### src/sv/sws_pkg.sv
package sws_pkg;

  typedef enum logic [1:0] {
    CMD_START = 2'd0,
    CMD_DGRAM = 2'd1,
    CMD_TICK  = 2'd2
  } cmd_e;

  typedef enum logic [1:0] {
    KIND_SEND = 2'd0,
    KIND_DONE = 2'd1,
    KIND_FAIL = 2'd2
  } kind_e;

  typedef enum logic [2:0] {
    REG_PAYLOAD_MAX   = 3'd0,
    REG_RETRY_LIMIT   = 3'd1,
    REG_TIMEOUT_TICKS = 3'd2,
    REG_CLIENT_IP     = 3'd3,
    REG_CLIENT_PORT   = 3'd4
  } reg_e;

  localparam logic [10:0] PAYLOAD_MAX_RST   = 11'd900;
  localparam logic [3:0]  RETRY_LIMIT_RST   = 4'd10;
  localparam logic [23:0] TIMEOUT_TICKS_RST = 24'd1000;
  localparam logic [10:0] PAYLOAD_CAP       = 11'd1024;

  typedef struct packed {
    logic [1:0]  cmd;
    logic [15:0] total_size;
    logic [31:0] src_ip;
    logic [15:0] src_port;
    logic        ack_ok;
    logic [15:0] ack_seq;
  } item_t;

  typedef struct packed {
    logic [1:0]  kind;
    logic [15:0] chunk_seq;
    logic [15:0] chunk_offset;
    logic [10:0] chunk_len;
  } res_t;

  typedef struct packed {
    logic [10:0] payload_max;
    logic [3:0]  retry_limit;
    logic [23:0] timeout_ticks;
    logic [31:0] client_ip;
    logic [15:0] client_port;
  } cfg_t;

endpackage

### src/sv/stop_and_wait_sender_top.sv
// Stop-and-wait sender: every request (start, received datagram, tick) yields
// zero or one result (send chunk, done, failed). A request is captured in an
// input register and evaluated, once the output register is free, against
// the transfer state and the configuration, the result landing in an output
// register; one request per cycle is sustained while the result side keeps
// taking. The block stalls input only when both the input register and the
// output register are full and the output is not being taken. Configuration
// writes are always accepted and must be issued while no request is in
// flight.
module stop_and_wait_sender_top (
  input  logic        clk_i,
  input  logic        rst_ni,
  input  logic        cfg_valid_i,
  output logic        cfg_ready_o,
  input  logic [2:0]  cfg_index_i,
  input  logic [31:0] cfg_data_i,
  input  logic        in_valid_i,
  output logic        in_ready_o,
  input  logic [1:0]  cmd_i,
  input  logic [15:0] total_size_i,
  input  logic [31:0] src_ip_i,
  input  logic [15:0] src_port_i,
  input  logic        ack_ok_i,
  input  logic [15:0] ack_seq_i,
  output logic        out_valid_o,
  input  logic        out_ready_i,
  output logic [1:0]  kind_o,
  output logic [15:0] chunk_seq_o,
  output logic [15:0] chunk_offset_o,
  output logic [10:0] chunk_len_o
);

  sws_pkg::cfg_t  cfg;
  sws_pkg::item_t item_in;
  sws_pkg::item_t item_q;
  sws_pkg::res_t  res;
  sws_pkg::res_t  res_q;
  logic           item_valid;
  logic           out_free;
  logic           advance;
  logic           res_valid;

  assign item_in.cmd        = cmd_i;
  assign item_in.total_size = total_size_i;
  assign item_in.src_ip     = src_ip_i;
  assign item_in.src_port   = src_port_i;
  assign item_in.ack_ok     = ack_ok_i;
  assign item_in.ack_seq    = ack_seq_i;

  assign advance = item_valid && out_free;

  sws_cfg u_cfg (
    .clk_i       (clk_i),
    .rst_ni      (rst_ni),
    .cfg_valid_i (cfg_valid_i),
    .cfg_ready_o (cfg_ready_o),
    .cfg_index_i (cfg_index_i),
    .cfg_data_i  (cfg_data_i),
    .cfg_o       (cfg)
  );

  sws_in_reg u_in_reg (
    .clk_i      (clk_i),
    .rst_ni     (rst_ni),
    .in_valid_i (in_valid_i),
    .in_ready_o (in_ready_o),
    .item_i     (item_in),
    .advance_i  (advance),
    .valid_o    (item_valid),
    .item_o     (item_q)
  );

  sws_ctrl u_ctrl (
    .clk_i       (clk_i),
    .rst_ni      (rst_ni),
    .fire_i      (advance),
    .item_i      (item_q),
    .cfg_i       (cfg),
    .res_valid_o (res_valid),
    .res_o       (res)
  );

  sws_out_reg u_out_reg (
    .clk_i       (clk_i),
    .rst_ni      (rst_ni),
    .load_i      (advance),
    .res_valid_i (res_valid),
    .res_i       (res),
    .free_o      (out_free),
    .out_valid_o (out_valid_o),
    .out_ready_i (out_ready_i),
    .res_o       (res_q)
  );

  assign kind_o         = res_q.kind;
  assign chunk_seq_o    = res_q.chunk_seq;
  assign chunk_offset_o = res_q.chunk_offset;
  assign chunk_len_o    = res_q.chunk_len;

`ifndef ASSERT_OFF
  // done and failed results carry no chunk description
  a_end_fields_zero: assert property (@(posedge clk_i) disable iff (!rst_ni)
    out_valid_o && (kind_o != sws_pkg::KIND_SEND) |->
      (chunk_seq_o == 16'd0) && (chunk_offset_o == 16'd0) && (chunk_len_o == 11'd0))
    else $error("end result with nonzero chunk fields");

  a_send_len_range: assert property (@(posedge clk_i) disable iff (!rst_ni)
    out_valid_o && (kind_o == sws_pkg::KIND_SEND) |->
      (chunk_len_o != 11'd0) && (chunk_len_o <= sws_pkg::PAYLOAD_CAP))
    else $error("send request with chunk length out of range");

  // input only stalls when both registers are full and the output is held
  a_stall_reason: assert property (@(posedge clk_i) disable iff (!rst_ni)
    !in_ready_o |-> item_valid && out_valid_o && !out_ready_i)
    else $error("input stalled without a full pipeline");

  a_no_kind_three: assert property (@(posedge clk_i) disable iff (!rst_ni)
    advance && res_valid |=> out_valid_o && (kind_o != 2'd3))
    else $error("evaluated result not presented");
`endif

endmodule

### src/sv/sws_cfg.sv
module sws_cfg (
  input  logic               clk_i,
  input  logic               rst_ni,
  input  logic               cfg_valid_i,
  output logic               cfg_ready_o,
  input  logic [2:0]         cfg_index_i,
  input  logic [31:0]        cfg_data_i,
  output sws_pkg::cfg_t      cfg_o
);

  sws_pkg::cfg_t cfg_q, cfg_d;

  assign cfg_ready_o = 1'b1;
  assign cfg_o       = cfg_q;

  always_comb begin
    cfg_d = cfg_q;
    if (cfg_valid_i) begin
      unique case (cfg_index_i)
        sws_pkg::REG_PAYLOAD_MAX:   cfg_d.payload_max   = cfg_data_i[10:0];
        sws_pkg::REG_RETRY_LIMIT:   cfg_d.retry_limit   = cfg_data_i[3:0];
        sws_pkg::REG_TIMEOUT_TICKS: cfg_d.timeout_ticks = cfg_data_i[23:0];
        sws_pkg::REG_CLIENT_IP:     cfg_d.client_ip     = cfg_data_i;
        sws_pkg::REG_CLIENT_PORT:   cfg_d.client_port   = cfg_data_i[15:0];
        default: ;
      endcase
    end
  end

  always_ff @(posedge clk_i or negedge rst_ni) begin
    if (!rst_ni) begin
      cfg_q.payload_max   <= sws_pkg::PAYLOAD_MAX_RST;
      cfg_q.retry_limit   <= sws_pkg::RETRY_LIMIT_RST;
      cfg_q.timeout_ticks <= sws_pkg::TIMEOUT_TICKS_RST;
      cfg_q.client_ip     <= 32'd0;
      cfg_q.client_port   <= 16'd0;
    end else begin
      cfg_q <= cfg_d;
    end
  end

endmodule

### src/sv/sws_in_reg.sv
module sws_in_reg (
  input  logic           clk_i,
  input  logic           rst_ni,
  input  logic           in_valid_i,
  output logic           in_ready_o,
  input  sws_pkg::item_t item_i,
  input  logic           advance_i,
  output logic           valid_o,
  output sws_pkg::item_t item_o
);

  logic           valid_q, valid_d;
  sws_pkg::item_t item_q;
  logic           take;

  assign in_ready_o = !valid_q || advance_i;
  assign take       = in_valid_i && in_ready_o;
  assign valid_o    = valid_q;
  assign item_o     = item_q;

  always_comb begin
    valid_d = valid_q;
    if (take) begin
      valid_d = 1'b1;
    end else if (advance_i) begin
      valid_d = 1'b0;
    end
  end

  always_ff @(posedge clk_i or negedge rst_ni) begin
    if (!rst_ni) begin
      valid_q <= 1'b0;
    end else begin
      valid_q <= valid_d;
    end
  end

  always_ff @(posedge clk_i) begin
    if (take) begin
      item_q <= item_i;
    end
  end

endmodule

### src/sv/sws_ctrl.sv
module sws_ctrl (
  input  logic           clk_i,
  input  logic           rst_ni,
  input  logic           fire_i,
  input  sws_pkg::item_t item_i,
  input  sws_pkg::cfg_t  cfg_i,
  output logic           res_valid_o,
  output sws_pkg::res_t  res_o
);

  logic        busy_q, busy_d;
  logic [15:0] size_q, size_d;
  logic [15:0] offset_q, offset_d;
  logic [15:0] seq_q, seq_d;
  logic [3:0]  try_q, try_d;
  logic [23:0] timer_q, timer_d;

  logic [10:0] eff_pay;
  logic [3:0]  eff_retry;
  logic [23:0] eff_tmo;
  logic [10:0] len_cur;
  logic [10:0] len_next;
  logic [15:0] size_adv;
  logic [23:0] timer_inc;
  logic        ack_match;

  always_comb begin
    if (cfg_i.payload_max == 11'd0) begin
      eff_pay = 11'd1;
    end else if (cfg_i.payload_max > sws_pkg::PAYLOAD_CAP) begin
      eff_pay = sws_pkg::PAYLOAD_CAP;
    end else begin
      eff_pay = cfg_i.payload_max;
    end
    eff_retry = (cfg_i.retry_limit == 4'd0) ? 4'd1 : cfg_i.retry_limit;
    eff_tmo   = (cfg_i.timeout_ticks == 24'd0) ? 24'd1 : cfg_i.timeout_ticks;
  end

  // chunk length for the current position and for the one after an ack
  assign len_cur   = (size_q < {5'd0, eff_pay}) ? size_q[10:0] : eff_pay;
  assign size_adv  = size_q - {5'd0, len_cur};
  assign len_next  = (size_adv < {5'd0, eff_pay}) ? size_adv[10:0] : eff_pay;
  assign timer_inc = timer_q + 24'd1;
  assign ack_match = (item_i.src_ip == cfg_i.client_ip)
                  && (item_i.src_port == cfg_i.client_port)
                  && item_i.ack_ok && (item_i.ack_seq == seq_q);

  always_comb begin
    logic start_len_sel;
    logic fail_try;
    start_len_sel = (item_i.total_size < {5'd0, eff_pay});
    fail_try      = 1'b0;

    busy_d   = busy_q;
    size_d   = size_q;
    offset_d = offset_q;
    seq_d    = seq_q;
    try_d    = try_q;
    timer_d  = timer_q;

    res_valid_o        = 1'b0;
    res_o.kind         = sws_pkg::KIND_SEND;
    res_o.chunk_seq    = 16'd0;
    res_o.chunk_offset = 16'd0;
    res_o.chunk_len    = 11'd0;

    if (fire_i) begin
      unique case (item_i.cmd)
        sws_pkg::CMD_START: begin
          size_d      = item_i.total_size;
          offset_d    = 16'd0;
          seq_d       = 16'd0;
          timer_d     = 24'd0;
          res_valid_o = 1'b1;
          if (item_i.total_size == 16'd0) begin
            busy_d     = 1'b0;
            try_d      = 4'd0;
            res_o.kind = sws_pkg::KIND_DONE;
          end else begin
            busy_d          = 1'b1;
            try_d           = 4'd1;
            res_o.chunk_len = start_len_sel ? item_i.total_size[10:0] : eff_pay;
          end
        end
        sws_pkg::CMD_DGRAM: begin
          if (busy_q) begin
            if (ack_match) begin
              size_d      = size_adv;
              offset_d    = offset_q + {5'd0, len_cur};
              seq_d       = seq_q + 16'd1;
              timer_d     = 24'd0;
              res_valid_o = 1'b1;
              if (size_adv == 16'd0) begin
                busy_d     = 1'b0;
                res_o.kind = sws_pkg::KIND_DONE;
              end else begin
                try_d              = 4'd1;
                res_o.chunk_seq    = seq_q + 16'd1;
                res_o.chunk_offset = offset_q + {5'd0, len_cur};
                res_o.chunk_len    = len_next;
              end
            end else begin
              fail_try = 1'b1;
            end
          end
        end
        sws_pkg::CMD_TICK: begin
          if (busy_q) begin
            timer_d = timer_inc;
            if (timer_inc >= eff_tmo) begin
              fail_try = 1'b1;
            end
          end
        end
        default: ;
      endcase

      if (fail_try) begin
        res_valid_o = 1'b1;
        timer_d     = 24'd0;
        if (try_q >= eff_retry) begin
          busy_d     = 1'b0;
          res_o.kind = sws_pkg::KIND_FAIL;
        end else begin
          try_d              = try_q + 4'd1;
          res_o.chunk_seq    = seq_q;
          res_o.chunk_offset = offset_q;
          res_o.chunk_len    = len_cur;
        end
      end
    end
  end

  always_ff @(posedge clk_i or negedge rst_ni) begin
    if (!rst_ni) begin
      busy_q   <= 1'b0;
      size_q   <= 16'd0;
      offset_q <= 16'd0;
      seq_q    <= 16'd0;
      try_q    <= 4'd0;
      timer_q  <= 24'd0;
    end else begin
      busy_q   <= busy_d;
      size_q   <= size_d;
      offset_q <= offset_d;
      seq_q    <= seq_d;
      try_q    <= try_d;
      timer_q  <= timer_d;
    end
  end

endmodule

### src/sv/sws_out_reg.sv
module sws_out_reg (
  input  logic          clk_i,
  input  logic          rst_ni,
  input  logic          load_i,
  input  logic          res_valid_i,
  input  sws_pkg::res_t res_i,
  output logic          free_o,
  output logic          out_valid_o,
  input  logic          out_ready_i,
  output sws_pkg::res_t res_o
);

  logic          valid_q, valid_d;
  sws_pkg::res_t res_q;

  assign free_o      = !valid_q || out_ready_i;
  assign out_valid_o = valid_q;
  assign res_o       = res_q;

  always_comb begin
    if (load_i) begin
      valid_d = res_valid_i;
    end else begin
      valid_d = valid_q && !out_ready_i;
    end
  end

  always_ff @(posedge clk_i or negedge rst_ni) begin
    if (!rst_ni) begin
      valid_q <= 1'b0;
    end else begin
      valid_q <= valid_d;
    end
  end

  always_ff @(posedge clk_i) begin
    if (load_i && res_valid_i) begin
      res_q <= res_i;
    end
  end

endmodule
### config.mk
export PLATFORM = sky130hd
export DESIGN_NAME = stop_and_wait_sender_top
export DESIGN_NICKNAME = d
export VERILOG_FILES = /design/src/sv/sws_pkg.sv /design/src/sv/stop_and_wait_sender_top.sv /design/src/sv/sws_cfg.sv /design/src/sv/sws_in_reg.sv /design/src/sv/sws_ctrl.sv /design/src/sv/sws_out_reg.sv
export SDC_FILE = /design/constraint.sdc
export NUM_CORES = 1
export LEC_CHECK = 0
export ABC_AREA = 1
export CORE_MARGIN = 4
export CORE_UTILIZATION = 28
export DETAILED_ROUTE_END_ITERATION = 10
export DONT_BUFFER_PORTS = 1
export PLACE_DENSITY = 0.51
export SKIP_CTS_REPAIR_TIMING = 1
export SYNTH_ARGS = -nofsm -noshare
export SYNTH_HDL_FRONTEND = slang
export SYNTH_SLANG_ARGS = --single-unit
export TNS_END_PERCENT = 20
### constraint.sdc
create_clock -name clk_i -period 7.3 [get_ports clk_i]
set_input_delay 0.365 -clock clk_i [delete_from_list [all_inputs] [get_ports clk_i]]
set_output_delay 0.365 -clock clk_i [all_outputs]
set_load 0.01 [all_outputs]
==> results by group, run 1 <==
Drt
  – Metal3 WL: 2590 um
  – Routed length per instance: 18.7 um
  – Routed met2 length: 27200 um
  – Iter 0 DRT Violations: 949
  – Antenna viol nets, final: 0
  – Drt pass-1 iters: 5
  – Final wirelength: 56600 um
  – DRC Markers: 0
  – M1 wire length: 25500 um
  – Highest Signal Layer: met5
  – Via density: 4.81
  – Via count: 14600

Critical path
  – CP Buf/Inv Count: 2
  – Crit path launch type: flip-flop
  – Critical path's top delay family: simple AND/OR/NAND/NOR gates
  – WP data arrival: 6720 ps
  – WP data required: 7560 ps
  – Slowest CP cell: nor4_1
  – CP endpoint kind: flip-flop
  – Critical Path Fanout Max: 24
  – Critical path class: reg -> reg
  – Max stage delay on crit path: 450 ps
  – Crit path top cell by count: nand2_1

Placement
  – Placed Instance Area: 18200 um^2
  – Dpl cells: 2862
  – HPWL Detailed: 43300 um
  – I/O Buffers: 0
  – Placer Congestion: 0.926

Timing
  – Fmax: 155 MHz
  – Final Cycle Share: 88.5%
  – Endpoints failing hold: 0
  – Pins Over Slew Limit: 0
  – Setup_tns: 0 ps
  – Final worst path period need: 6460 ps
  – Worst Clk Skew: 25.5 ps
  – RSZ-0062 raised after global routing: false
  – Final setup vio count: 0
  – Max-slew headroom: 21.5%
  – Tightest Pin Transition: 1170 ps

Pwr
  – Logic pwr share: 37.6%
  – Lkg Pwr: 9.14 nW
  – Switching Share: 40.3%
  – Clk network pwr share: 28.6%
  – Pwr Density: 316 nW/um^2
  – Worst ir drop on vdd: 158 uV
  – Pwr Total: 0.00646 W
  – NetSw: 0.00260 W
  – Sequential cell fraction of total power: 33.8%
  – Internal power: 0.00386 W

CTS
  – Root buffer cell: clkbuf_16
  – Clk slew on worst S/H paths: 50 ps
  – CTS Sinks: 294
  – Deepest clock path buffer count: 3
  – Worst skew pair latency: 560 ps
  – TritonCTS Buffers: 37
  – TritonCTS clock tree: built
  – H-Tree Level Count: 2

Floorplan
  – Core area: 60800 um^2
  – IO Count: 171
  – Die ar.: 66000 um^2
  – Die Y: 257 um
  – Die Wd: 257 um
  – Row count: 90
  – Initial Utilization: 28.5%

Finish
  – Area growth syn-to-layout: 17.8%
  – Cell area after layout: 20400 um^2
  – Final Net Count: 2426
  – Layout cell share with drive strength beyond 1: 7.57%
  – Final cell count without fillers: 3028

Yosys
  – Post-Syn Area: 17300 um^2
  – Synth Flop Type: dfrtp_1
  – Sequential area share after synthesis: 46.2%
  – Seq cells post-synth: 294
  – Post-synth ARST share: 56.5%
  – Synth Net Count: 2331
  – Netlist cell types: 61
  – Avg Cell Area, Syn: 8.17 um^2
  – Synth warn: 0
  – Synth Instances: 2121
  – Post-synth EDFFs: 128

Status
  – Status: complete, no violations

GRT
  – Global-route congestion overflow total: 0
  – Initial antenna violation count: 2
  – Gr usage total: 16.8%
  – First-pass GRT wire length: 86200 um
  – Pin count of the biggest net entering global routing: 167
  – Vias in the first global route: 14100

Flow run
  – Max cap viols: 0

Hold path
  – Worst min path class: in -> reg
## final timing paths
kind                       cells after the start                  to  slack (ps)             from
max reg2reg                                   34  u_out_reg.res_o[8]         840  u_cfg.cfg_o[81]
max in group asynchronous                      2     u_cfg.cfg_o[43]        5940           rst_ni
min reg2reg                                    2     u_cfg.cfg_o[71]         480  u_cfg.cfg_o[71]
max                                           34  u_out_reg.res_o[8]         840  u_cfg.cfg_o[81]
min                                            2     u_cfg.cfg_o[68]           2   cfg_data_i[20]
min in group asynchronous                      2    u_ctrl.size_q[7]         330           rst_ni
## final cells by class
class / instances / area, um^2
Inverter: 319 / 1200
Multi-Input combinational cell: 1451 / 7900
Fill cell: 6322 / 40400
Timing Repair Buffer: 113 / 1110
Tap cell: 782 / 978
Clock buffer: 53 / 1040
Antenna cell: 1 / 2.50
Clock inverter: 15 / 180
Sequential cell: 294 / 8010
## state kept, by name, indices dropped and copies added, names as in the netlist
signal / cells
u_out_reg.res_o: 45
u_in_reg.item_o: 83
u_ctrl.size_q: 16
u_ctrl.timer_q: 24
u_in_reg.valid_o: 1
u_ctrl.offset_q: 16
u_ctrl.busy_q: 1
u_cfg.cfg_o: 87
u_out_reg.out_valid_o: 1
u_ctrl.try_q: 4
u_ctrl.seq_q: 16
## placed cells by master (no fill, tap or decap), types with 6 or more instances in the layout
cell / netlist / layout
nand2_1: 463 / 462
inv_1: 311 / 309
nor2_1: 194 / 192
o21ai_0: 175 / 175
dfrtp_1: 154 / 154
edfxtp_1: 128 / 128
nand3_1: 110 / 109
dlygate4sd3_1: 0 / 96
a21oi_1: 91 / 91
ha_1: 85 / 85
xor2_1: 51 / 51
nand4_1: 44 / 44
clkbuf_16: 0 / 38
nor3_1: 37 / 37
nor4_1: 32 / 32
o22ai_1: 23 / 23
nand2_2: 20 / 21
buf_4: 1 / 16
or2_2: 15 / 15
xnor2_1: 12 / 12
clkbuf_1: 49 / 12
dfstp_2: 12 / 12
a21oi_2: 11 / 11
inv_2: 7 / 8
o211ai_1: 8 / 8
nand3_2: 6 / 7
a211oi_1: 7 / 7
nor2_2: 5 / 6
o21a_1: 6 / 6
a22o_1: 6 / 6
## stage by stage
| stage | util [%] | worst slack (ps) | hold slack (ps) |
|---|---|---|---|
| floorplan | - | 1940 | 69.4 |
| global placement | 29.9 | 1130 | 75.1 |
| detailed placement | 29.9 | 907 | 75.3 |
| CTS | 31.9 | 855 | -534 |
| global route | 33.6 | 212 | 8.25 |
| finish | 33.6 | 840 | 1.98 |
## worst register-to-register path: cells and delay by family, from the launching register on
family	cells	cell delay [ps]
flip-flops	1	410
AO/OA/AOI/OAI	9	1650
AND/OR/NAND/NOR	18	2490
buffers and inverters	2	100
adder cells (fa/ha/maj)	4	1250
XOR/XNOR	1	280
## synthesized netlist by cell type, drive strengths merged (2+ instances only)
cell     count  area share, %
xnor2       12           0.61
a32o         2           0.12
or4          4           0.17
dfrtp      154             22
nand2      486             11
a21boi       4           0.17
xor2        52            2.7
nand3      118            3.7
nor4        32            1.2
o21ai      177            5.1
edfxtp     128             22
fa           2           0.23
a31oi        2          0.072
nor3        37            1.1
buf          8           0.37
nand4       44            1.6
and2         2          0.072
o21a         6           0.26
ha          85            6.1
clkbuf      49            1.1
o22ai       23           0.83
a22o         6           0.30
mux2         5           0.32
nor2       201            4.5
inv        318            6.9
a21oi      103            3.3
or2         15           0.54
a211oi       7           0.30
nor3b        3           0.13
o2111ai      4           0.20
dfstp       12            1.8
o211ai       8           0.35
## cell families (layout without fill, tap and decap cells)
logic type      Yosys count  after routing  share of synthesized area (%)
buf+inv                 376            500                           8.34
xor+xnor                 64             64                           3.28
mux                       5              5                          0.325
other cells               1              2                         0.0216
flops                   294            294                           46.2
compound gates          348            348                           11.4
simple gates            946            946                           24.1
fa+ha+maj                87             87                           6.37
## power by group through the flow
stage	clock network, W	logic (W)	registers [W]
final	0.00185	0.00243	0.00219
after global routing	0.00198	0.00276	0.00221
after CTS	0.00191	0.00236	0.00219
after detailed placement	0	0.00235	0.00222
after global placement	0	0.00234	0.00222
after floorplan	0	0.00170	0.00213
## metal layers
metal,GRT usage (%),up-vias
li1,-,7232
met1,22.2,6938
met2,28.1,322
met3,3.37,73
met4,4.33,2
met5,0,-
No activity file was read; power rests on OpenSTA's default activity.
==> run 2, diff against run 1 <==
--- a/config.mk
+++ b/config.mk
@@ -7,10 +7,11 @@
 export LEC_CHECK = 0
 export ABC_AREA = 1
 export CORE_MARGIN = 4
-export CORE_UTILIZATION = 28
+export CORE_UTILIZATION = 60
+export CTS_BUF_LIST = sky130_fd_sc_hd__clkbuf_16
 export DETAILED_ROUTE_END_ITERATION = 10
 export DONT_BUFFER_PORTS = 1
-export PLACE_DENSITY = 0.51
+export PLACE_DENSITY = 0.86
 export SKIP_CTS_REPAIR_TIMING = 1
 export SYNTH_ARGS = -nofsm -noshare
 export SYNTH_HDL_FRONTEND = slang
==> run 2 against run 1 <==
Cell count decreased by 14%. Critical path depth decreased by 1. Final area decreased by 3.7%. Setup slack got worse by 140 ps. Non-clock buffer count decreased by 1. Register-to-register slack got worse by 140 ps. Wire length decreased by 10%. Via count increased by 6.1%. Sequential cell count unchanged. Global-route usage increased by 13 points. Die area decreased by 52%. Maximum frequency decreased by 2.1%. Critical path type unchanged. Largest cell class unchanged.
==> results by group, run 2 (same netlist as run 1, synthesis figures left out) <==
CTS
  – Clk slew on worst S/H paths: 70 ps (was 50 ps)
  – CTS Sinks: 294 (unchanged)
  – TritonCTS Buffers: 31 (was 37)
  – Worst skew pair latency: 590 ps (was 560 ps)
  – TritonCTS clock tree: built (unchanged)
  – Deepest clock path buffer count: 3 (unchanged)
  – H-Tree Level Count: 1 (was 2)
  – Root buffer cell: clkbuf_16 (unchanged)

Finish
  – Commonest non-fill, non-tap cell in the layout: nand2_1 (unchanged)
  – Most frequent cells in the layout: nand2_1 (462), inv_1 (320), nor2_1 (192), o21ai_0 (175), dfrtp_1 (154) (was nand2_1 (462), inv_1 (309), nor2_1 (192), o21ai_0 (175), dfrtp_1 (154))
  – Final core occ: 69.8% (was 33.6%)
  – Max reg flops: 87 (unchanged)
  – Area growth syn-to-layout: 13.4% (was 17.8%)
  – Final Net Count: 2419 (was 2426)
  – Filler cells: 2125 (was 6322)
  – Layout cell share with drive strength beyond 1: 6.98% (was 7.57%)

Drt
  – Antenna viol nets, final: 0 (unchanged)
  – Drt pass-1 iters: 6 (was 5)
  – DRC Markers: 0 (unchanged)
  – Routed length per instance: 19.5 um (was 18.7 um)
  – Final wirelength: 50900 um (was 56600 um)
  – Iter 0 DRT Violations: 1721 (was 949)
  – Via density: 5.92 (was 4.81)
  – Via count: 15500 (was 14600)

Placement
  – HPWL Detailed: 35700 um (was 43300 um)
  – I/O Buffers: 0 (unchanged)
  – Placer Congestion: 0.947 (was 0.926)

Pwr
  – Sequential cell fraction of total power: 36.0% (was 33.8%)
  – Pwr Density: 309 nW/um^2 (was 316 nW/um^2)
  – Logic pwr share: 38.8% (was 37.6%)
  – NetSw: 0.00248 W (was 0.00260 W)
  – Worst ir drop on vdd: 310 uV (was 158 uV)
  – Internal power: 0.00359 W (was 0.00386 W)
  – Lkg Pwr: 9.07 nW (was 9.14 nW)
  – Clk network pwr share: 25.2% (was 28.6%)
  – Switching Share: 40.9% (was 40.3%)

Hold path
  – Worst min path class: in -> reg (unchanged)
  – Hold_sp: cfg_data_i[22] (was cfg_data_i[20])
  – Hold depth: 2 (unchanged)
  – Worst Hold Path EP: u_cfg.cfg_o[70] (was u_cfg.cfg_o[68])

Critical path
  – Critical Path Fanout Max: 24 (unchanged)
  – Reg2reg setup slack: 700 ps (was 840 ps)
  – WP data arrival: 6880 ps (was 6720 ps)
  – WP data required: 7580 ps (was 7560 ps)
  – Reg2reg path depth: 33 (was 34)
  – Critical path class: reg -> reg (unchanged)
  – Crit path launch type: flip-flop (unchanged)
  – Crit path top cell by count: nand2_1 (unchanged)
  – Reg2reg start: u_cfg.cfg_o[79] (was u_cfg.cfg_o[81])
  – Max stage delay on crit path: 450 ps (about the same)
  – R2r endpoint: u_out_reg.res_o[5] (was u_out_reg.res_o[8])
  – Slowest CP cell: o21ai_0 (was nor4_1)
  – CP endpoint kind: flip-flop (unchanged)

Floorplan
  – Row count: 61 (was 90)
  – Die Wd: 178 um (was 257 um)
  – Die Y: 178 um (was 257 um)
  – IO Count: 171 (unchanged)
  – Initial Utilization: 61.6% (was 28.5%)
  – Die ar.: 31700 um^2 (was 66000 um^2)
  – Core area: 28200 um^2 (was 60800 um^2)

Timing
  – Final setup vio count: 0 (unchanged)
  – Pins Over Slew Limit: 0 (unchanged)
  – Fmax: 152 MHz (was 155 MHz)
  – Final worst path period need: 6600 ps (was 6460 ps)
  – Max-slew headroom: 14.1% (was 21.5%)
  – RSZ-0062 raised after global routing: false (unchanged)
  – Tightest Pin Transition: 1280 ps (was 1170 ps)
  – Setup_tns: 0 ps (unchanged)
  – Final Cycle Share: 90.4% (was 88.5%)
  – Worst Clk Skew: 30.8 ps (was 25.5 ps)
  – Endpoints failing hold: 0 (unchanged)

Status
  – Status: complete, no violations (unchanged)

GRT
  – Global-route congestion overflow total: 0 (unchanged)
  – Vias in the first global route: 14100 (about the same)
  – Pin count of the biggest net entering global routing: 167 (unchanged)
  – First-pass GRT wire length: 74400 um (was 86200 um)
  – Initial antenna violation count: 1 (was 2)
  – Gr usage total: 29.5% (was 16.8%)

Flow run
  – Max cap viols: 0 (unchanged)
run 2: cell types whose count changed in the layout (fill, tap and decap cells not counted), sizes merged:
cell and change:
clkbuf -22, bufinv -1, buf -5, clkinv +4, inv +10, dlygate4sd3 +4
clkinvlp -1
run 2: how the worst max path moves through the flow:
stage	start	endpoint	slack (ps)	cells after the start
final	u_cfg.cfg_o[79]	u_out_reg.res_o[5]	700	33
after global routing	u_cfg.cfg_o[81]	u_out_reg.res_o[10]	230	33
after CTS	u_cfg.cfg_o[79]	u_out_reg.res_o[5]	810	33
after detailed placement	u_cfg.cfg_o[79]	u_out_reg.res_o[5]	880	33
after global placement	u_cfg.cfg_o[79]	u_out_reg.res_o[7]	1210	33
after floorplan	u_cfg.cfg_o[81]	u_out_reg.res_o[3]	1940	36
run 2: through the flow:
stage                     cells  power (W)  setup slack (ps)  hold slack [ps]  cell area [um^2]
after floorplan            2121    0.00383              1940             69.4             17300
after global placement     2453    0.00436              1210             75.8             17700
after detailed placement   2453    0.00443               884             77.5             17700
after CTS                  2511    0.00593               813             -539             18600
after global routing       2613    0.00645               229             29.8             19700
final                      2613    0.00607               701             14.5             19700
run 2: layout make-up:
class / instances / area, um^2 / share of cell area [%]
clock inverter: 27 / 189 / 0.961
inverter: 319 / 1200 / 6.10
tap: 378 / 473 / 2.41
sequential: 294 / 8010 / 40.8
multi-input combinational: 1451 / 7900 / 40.2
antenna: 1 / 2.50 / 0.0127
clock buffer: 31 / 776 / 3.95
timing repair buffer: 112 / 1110 / 5.65
run 2: routing by layer:
metal / wire (um) / track usage (%)
met2: 24800 / 49.3
met4: 1930 / 8.64
met3: 4250 / 4.07
met5: 0 / 0
met1: 19900 / 40.6
run 2: power by group through the flow:
stage,clock [W],sequential (W),combinational [W]
after floorplan,0,0.00213,0.00170
after global placement,0,0.00219,0.00217
after detailed placement,0,0.00221,0.00222
after CTS,0.00152,0.00218,0.00224
after global routing,0.00161,0.00221,0.00263
final,0.00153,0.00218,0.00236
run 2: worst max-delay path: cells and delay by family, from the launching register on:
family                     cells  cell delay, ps
AOI/OAI and AO/OA             11            2110
and+or+nand+nor               16            2310
buffers and inverters          3             390
DFF                            1             410
adders and majority gates      3            1050
==> run 3, diff against run 2 <==
--- a/config.mk
+++ b/config.mk
@@ -5,13 +5,13 @@
 export SDC_FILE = /design/constraint.sdc
 export NUM_CORES = 1
 export LEC_CHECK = 0
-export ABC_AREA = 1
+export CORE_ASPECT_RATIO = 2
 export CORE_MARGIN = 4
-export CORE_UTILIZATION = 60
+export CORE_UTILIZATION = 61
 export CTS_BUF_LIST = sky130_fd_sc_hd__clkbuf_16
 export DETAILED_ROUTE_END_ITERATION = 10
 export DONT_BUFFER_PORTS = 1
-export PLACE_DENSITY = 0.86
+export PLACE_DENSITY = 0.87
 export SKIP_CTS_REPAIR_TIMING = 1
 export SYNTH_ARGS = -nofsm -noshare
 export SYNTH_HDL_FRONTEND = slang
==> run 3 against run 2 <==
Synthesized cell count down 20%. Highest routed layer is now met5. Largest power group unchanged. Critical path type unchanged. Cell count down 16%. Clock power is 4% lower.
==> results by group, run 3 <==
Status
  – Status: complete, no violations (unchanged)

Critical path
  – WP data arrival: 7200 ps (was 6880 ps)
  – Critical path class: reg -> reg (unchanged)
  – R2r endpoint: u_out_reg.res_o[9] (was u_out_reg.res_o[5])
  – Worst setup path startpoint: u_cfg.cfg_o[83] (was u_cfg.cfg_o[79])
  – Crit path launch type: flip-flop (unchanged)
  – Max stage delay on crit path: 540 ps (was 450 ps)
  – Reg2reg path depth: 30 (was 33)
  – CP endpoint kind: flip-flop (unchanged)
  – Critical Path Fanout Max: 17 (was 24)
  – Setup crit end: u_out_reg.res_o[9] (was u_out_reg.res_o[5])
  – Slowest CP cell: dfstp_2 (was o21ai_0)
  – WP data required: 7700 ps (was 7580 ps)
  – Reg2reg setup slack: 500 ps (was 700 ps)
  – Reg2reg start: u_cfg.cfg_o[83] (was u_cfg.cfg_o[79])

Placement
  – I/O Buffers: 0 (unchanged)
  – Dpl cells: 2026 (was 2453)
  – HPWL Detailed: 40700 um (was 35700 um)
  – Placer Congestion: 1.05 (was 0.947)

Flow run
  – Max cap viols: 0 (unchanged)

Timing
  – RSZ-0062 raised after global routing: false (unchanged)
  – Setup_tns: 0 ps (unchanged)
  – Tightest Pin Transition: 1300 ps (was 1280 ps)
  – Final worst path period need: 6800 ps (was 6600 ps)
  – Final setup vio count: 0 (unchanged)
  – Pins Over Slew Limit: 0 (unchanged)
  – Worst Clk Skew: 40.7 ps (was 30.8 ps)
  – Max-slew headroom: 13.1% (was 14.1%)
  – Endpoints failing hold: 0 (unchanged)
  – Fmax: 147 MHz (was 152 MHz)
  – Final Cycle Share: 93.2% (was 90.4%)

Finish
  – Area growth syn-to-layout: 15.9% (was 13.4%)
  – Max reg flops: 87 (unchanged)
  – Most frequent cells in the layout: o21ai_0 (176), nand2_1 (169), dfrtp_1 (154), edfxtp_1 (128), dlygate4sd3_1 (117) (was nand2_1 (462), inv_1 (320), nor2_1 (192), o21ai_0 (175), dfrtp_1 (154))
  – Final cell count without fillers: 2197 (was 2613)
  – Filler cells: 1908 (was 2125)
  – Final Net Count: 2031 (was 2419)
  – Commonest non-fill, non-tap cell in the layout: o21ai_0 (was nand2_1)
  – Layout cell share with drive strength beyond 1: 11.4% (was 6.98%)

Drt
  – Antenna viol nets, final: 0 (unchanged)
  – Via density: 6.82 (was 5.92)
  – DRC Markers: 0 (unchanged)
  – Iter 0 DRT Violations: 1814 (was 1721)
  – Routed length per instance: 27.0 um (was 19.5 um)
  – Via count: 15000 (was 15500)
  – Final wirelength: 59200 um (was 50900 um)
  – Drt pass-1 iters: 6 (unchanged)

Pwr
  – Lkg Pwr: 8.12 nW (was 9.07 nW)
  – Pwr Density: 340 nW/um^2 (was 309 nW/um^2)
  – Worst ir drop on vdd: 300 uV (was 310 uV)

Yosys
  – Avg Cell Area, Syn: 9.98 um^2 (was 8.17 um^2)
  – Synth Instances: 1700 (was 2121)
  – Sequential area share after synthesis: 47.2% (was 46.2%)
  – Synth Flop Type: dfrtp_1 (unchanged)
  – Post-synth EDFFs: 128 (unchanged)
  – Largest cells by area after synthesis: dfrtp_1 (23%), edfxtp_1 (23%), ha_1 (6.3%), o21ai_0 (5.2%), mux2_2 (4.1%) (was dfrtp_1 (22%), edfxtp_1 (22%), nand2_1 (10%), inv_1 (6.7%), ha_1 (6.1%))
  – Post-Syn Area: 17000 um^2 (was 17300 um^2)
  – Post-synth ARST share: 56.5% (unchanged)
  – Netlist cell types: 81 (was 61)
  – Synth Net Count: 1910 (was 2331)
  – Synth top area share: 22.7% (was 22.2%)
  – Post-synth top area cell: dfrtp_1 (unchanged)
  – Cell with the most instances after synthesis: o21ai_0 (was nand2_1)
  – Seq cells post-synth: 294 (unchanged)
  – Commonest cells post-synth: o21ai_0 (177), nand2_1 (169), dfrtp_1 (154) (was nand2_1 (463), inv_1 (311), nor2_1 (194))
  – Synth warn: 0 (unchanged)

Floorplan
  – Die ar.: 30700 um^2 (was 31700 um^2)
  – Core area: 27500 um^2 (was 28200 um^2)
  – IO Count: 171 (unchanged)
  – Row count: 86 (was 61)
  – Initial Utilization: 61.6% (about the same)
  – Die Y: 244 um (was 178 um)
  – Die Wd: 126 um (was 178 um)

CTS
  – Root buffer cell: clkbuf_16 (unchanged)
  – Worst skew pair latency: 590 ps (about the same)
  – TritonCTS clock tree: built (unchanged)
  – H-Tree Level Count: 1 (unchanged)
  – Clk slew on worst S/H paths: 70 ps (about the same)
  – TritonCTS Buffers: 27 (was 31)
  – Deepest clock path buffer count: 3 (unchanged)
  – CTS Sinks: 294 (unchanged)

GRT
  – First-pass GRT wire length: 82100 um (was 74400 um)
  – Pin count of the biggest net entering global routing: 167 (unchanged)
  – Vias in the first global route: 14300 (was 14100)
  – Gr usage total: 34.9% (was 29.5%)
  – Global-route congestion overflow total: 0 (unchanged)
  – Initial antenna violation count: 6 (was 1)

Hold path
  – Worst min path class: in -> reg (unchanged)
run 3: cell types whose count changed in the layout (fill, tap and decap cells not counted), sizes merged, moves of 17 or more:
cell,before,now
a21o,0,32
a21oi,103,75
and3,1,43
buf,12,60
dlygate4sd3,100,117
inv,328,85
mux2,5,61
nand2,486,169
nand2b,0,59
nand3,118,73
nor2,201,68
o31ai,0,23
xnor2,12,47
run 3: cells by family (layout without fill, tap and decap cells):
logic type	count (synthesis)	in the layout	synth area share [%]
adders and majority gates	89	89	6.63
other	1	5	0.0221
AOI/OAI and AO/OA	416	416	15.6
xor gates and xnor gates	83	83	4.29
buffers and inverters	164	305	3.70
muxes	74	74	4.82
DFF	294	294	47.2
and+or+nand+nor	579	579	17.7
run 3: routing by layer:
metal  global-route usage (%)  share of wire (%)  vias up
li1                         -                  -     6476
met1                     34.6                 30     7116
met2                     62.4                 51     1015
met3                     5.62                7.3      381
met4                     28.8                 11        4
met5                        0              0.039        -
run 3: layout make-up:
class | instances | area, um^2 | area share, %
antenna | 4 | 10.0 | 0.0509
clock buffer | 29 | 726 | 3.69
clock inverter | 20 | 158 | 0.802
inverter | 79 | 297 | 1.51
multi-input combinational | 1242 | 8380 | 42.6
sequential | 294 | 8010 | 40.8
tap | 352 | 440 | 2.24
timing repair buffer | 177 | 1640 | 8.35
run 3: per-stage QoR:
| step | area (um^2) | utilization [%] | hold WS (ps) | total power [W] | worst slack (ps) |
|---|---|---|---|---|---|
| finish | 19700 | 71.4 | 30.2 | 0.00668 | 500 |
| global route | 19700 | 71.4 | 55.8 | 0.00697 | 8.85 |
| CTS | 18400 | 67.0 | -528 | 0.00647 | 576 |
| detailed placement | 17600 | 63.8 | 74.9 | 0.00503 | 598 |
| global placement | 17600 | 63.8 | 74.0 | 0.00499 | 687 |
| floorplan | 17000 | - | 69.4 | 0.00385 | 87.9 |
run 3: how the worst min path moves through the flow:
stage / slack, ps / to / depth (start not counted) / startpoint
6_report: 30 / u_out_reg.out_valid_o / 2 / out_ready_i
5_1_grt: 60 / u_out_reg.out_valid_o / 2 / out_ready_i
4_1_cts: -530 / u_ctrl.try_q[0] / 0 / rst_ni
3_5_place_dp: 70 / u_ctrl.size_q[1] / 0 / rst_ni
3_3_place_gp: 70 / u_ctrl.size_q[1] / 0 / rst_ni
2_1_floorplan: 70 / u_cfg.cfg_o[0] / 0 / rst_ni
run 3: critical path, delay by kind of cell, from the launching register on:
kind | cells | cell delay [ps]
AOI/OAI and AO/OA | 13 | 2700
DFF | 1 | 540
buffers and inverters | 5 | 860
and+or+nand+nor | 9 | 1600
adders and majority gates | 3 | 950
run 3: report_power, final:
group	leakage [nW]	switching, W	internal [W]	total (W)
Clock	0.458	0.000674	0.000792	0.00147
Combinational	4.31	0.00186	0.00115	0.00301
Sequential	3.35	0.000245	0.00196	0.00221
Total	8.12	0.00278	0.00391	0.00668
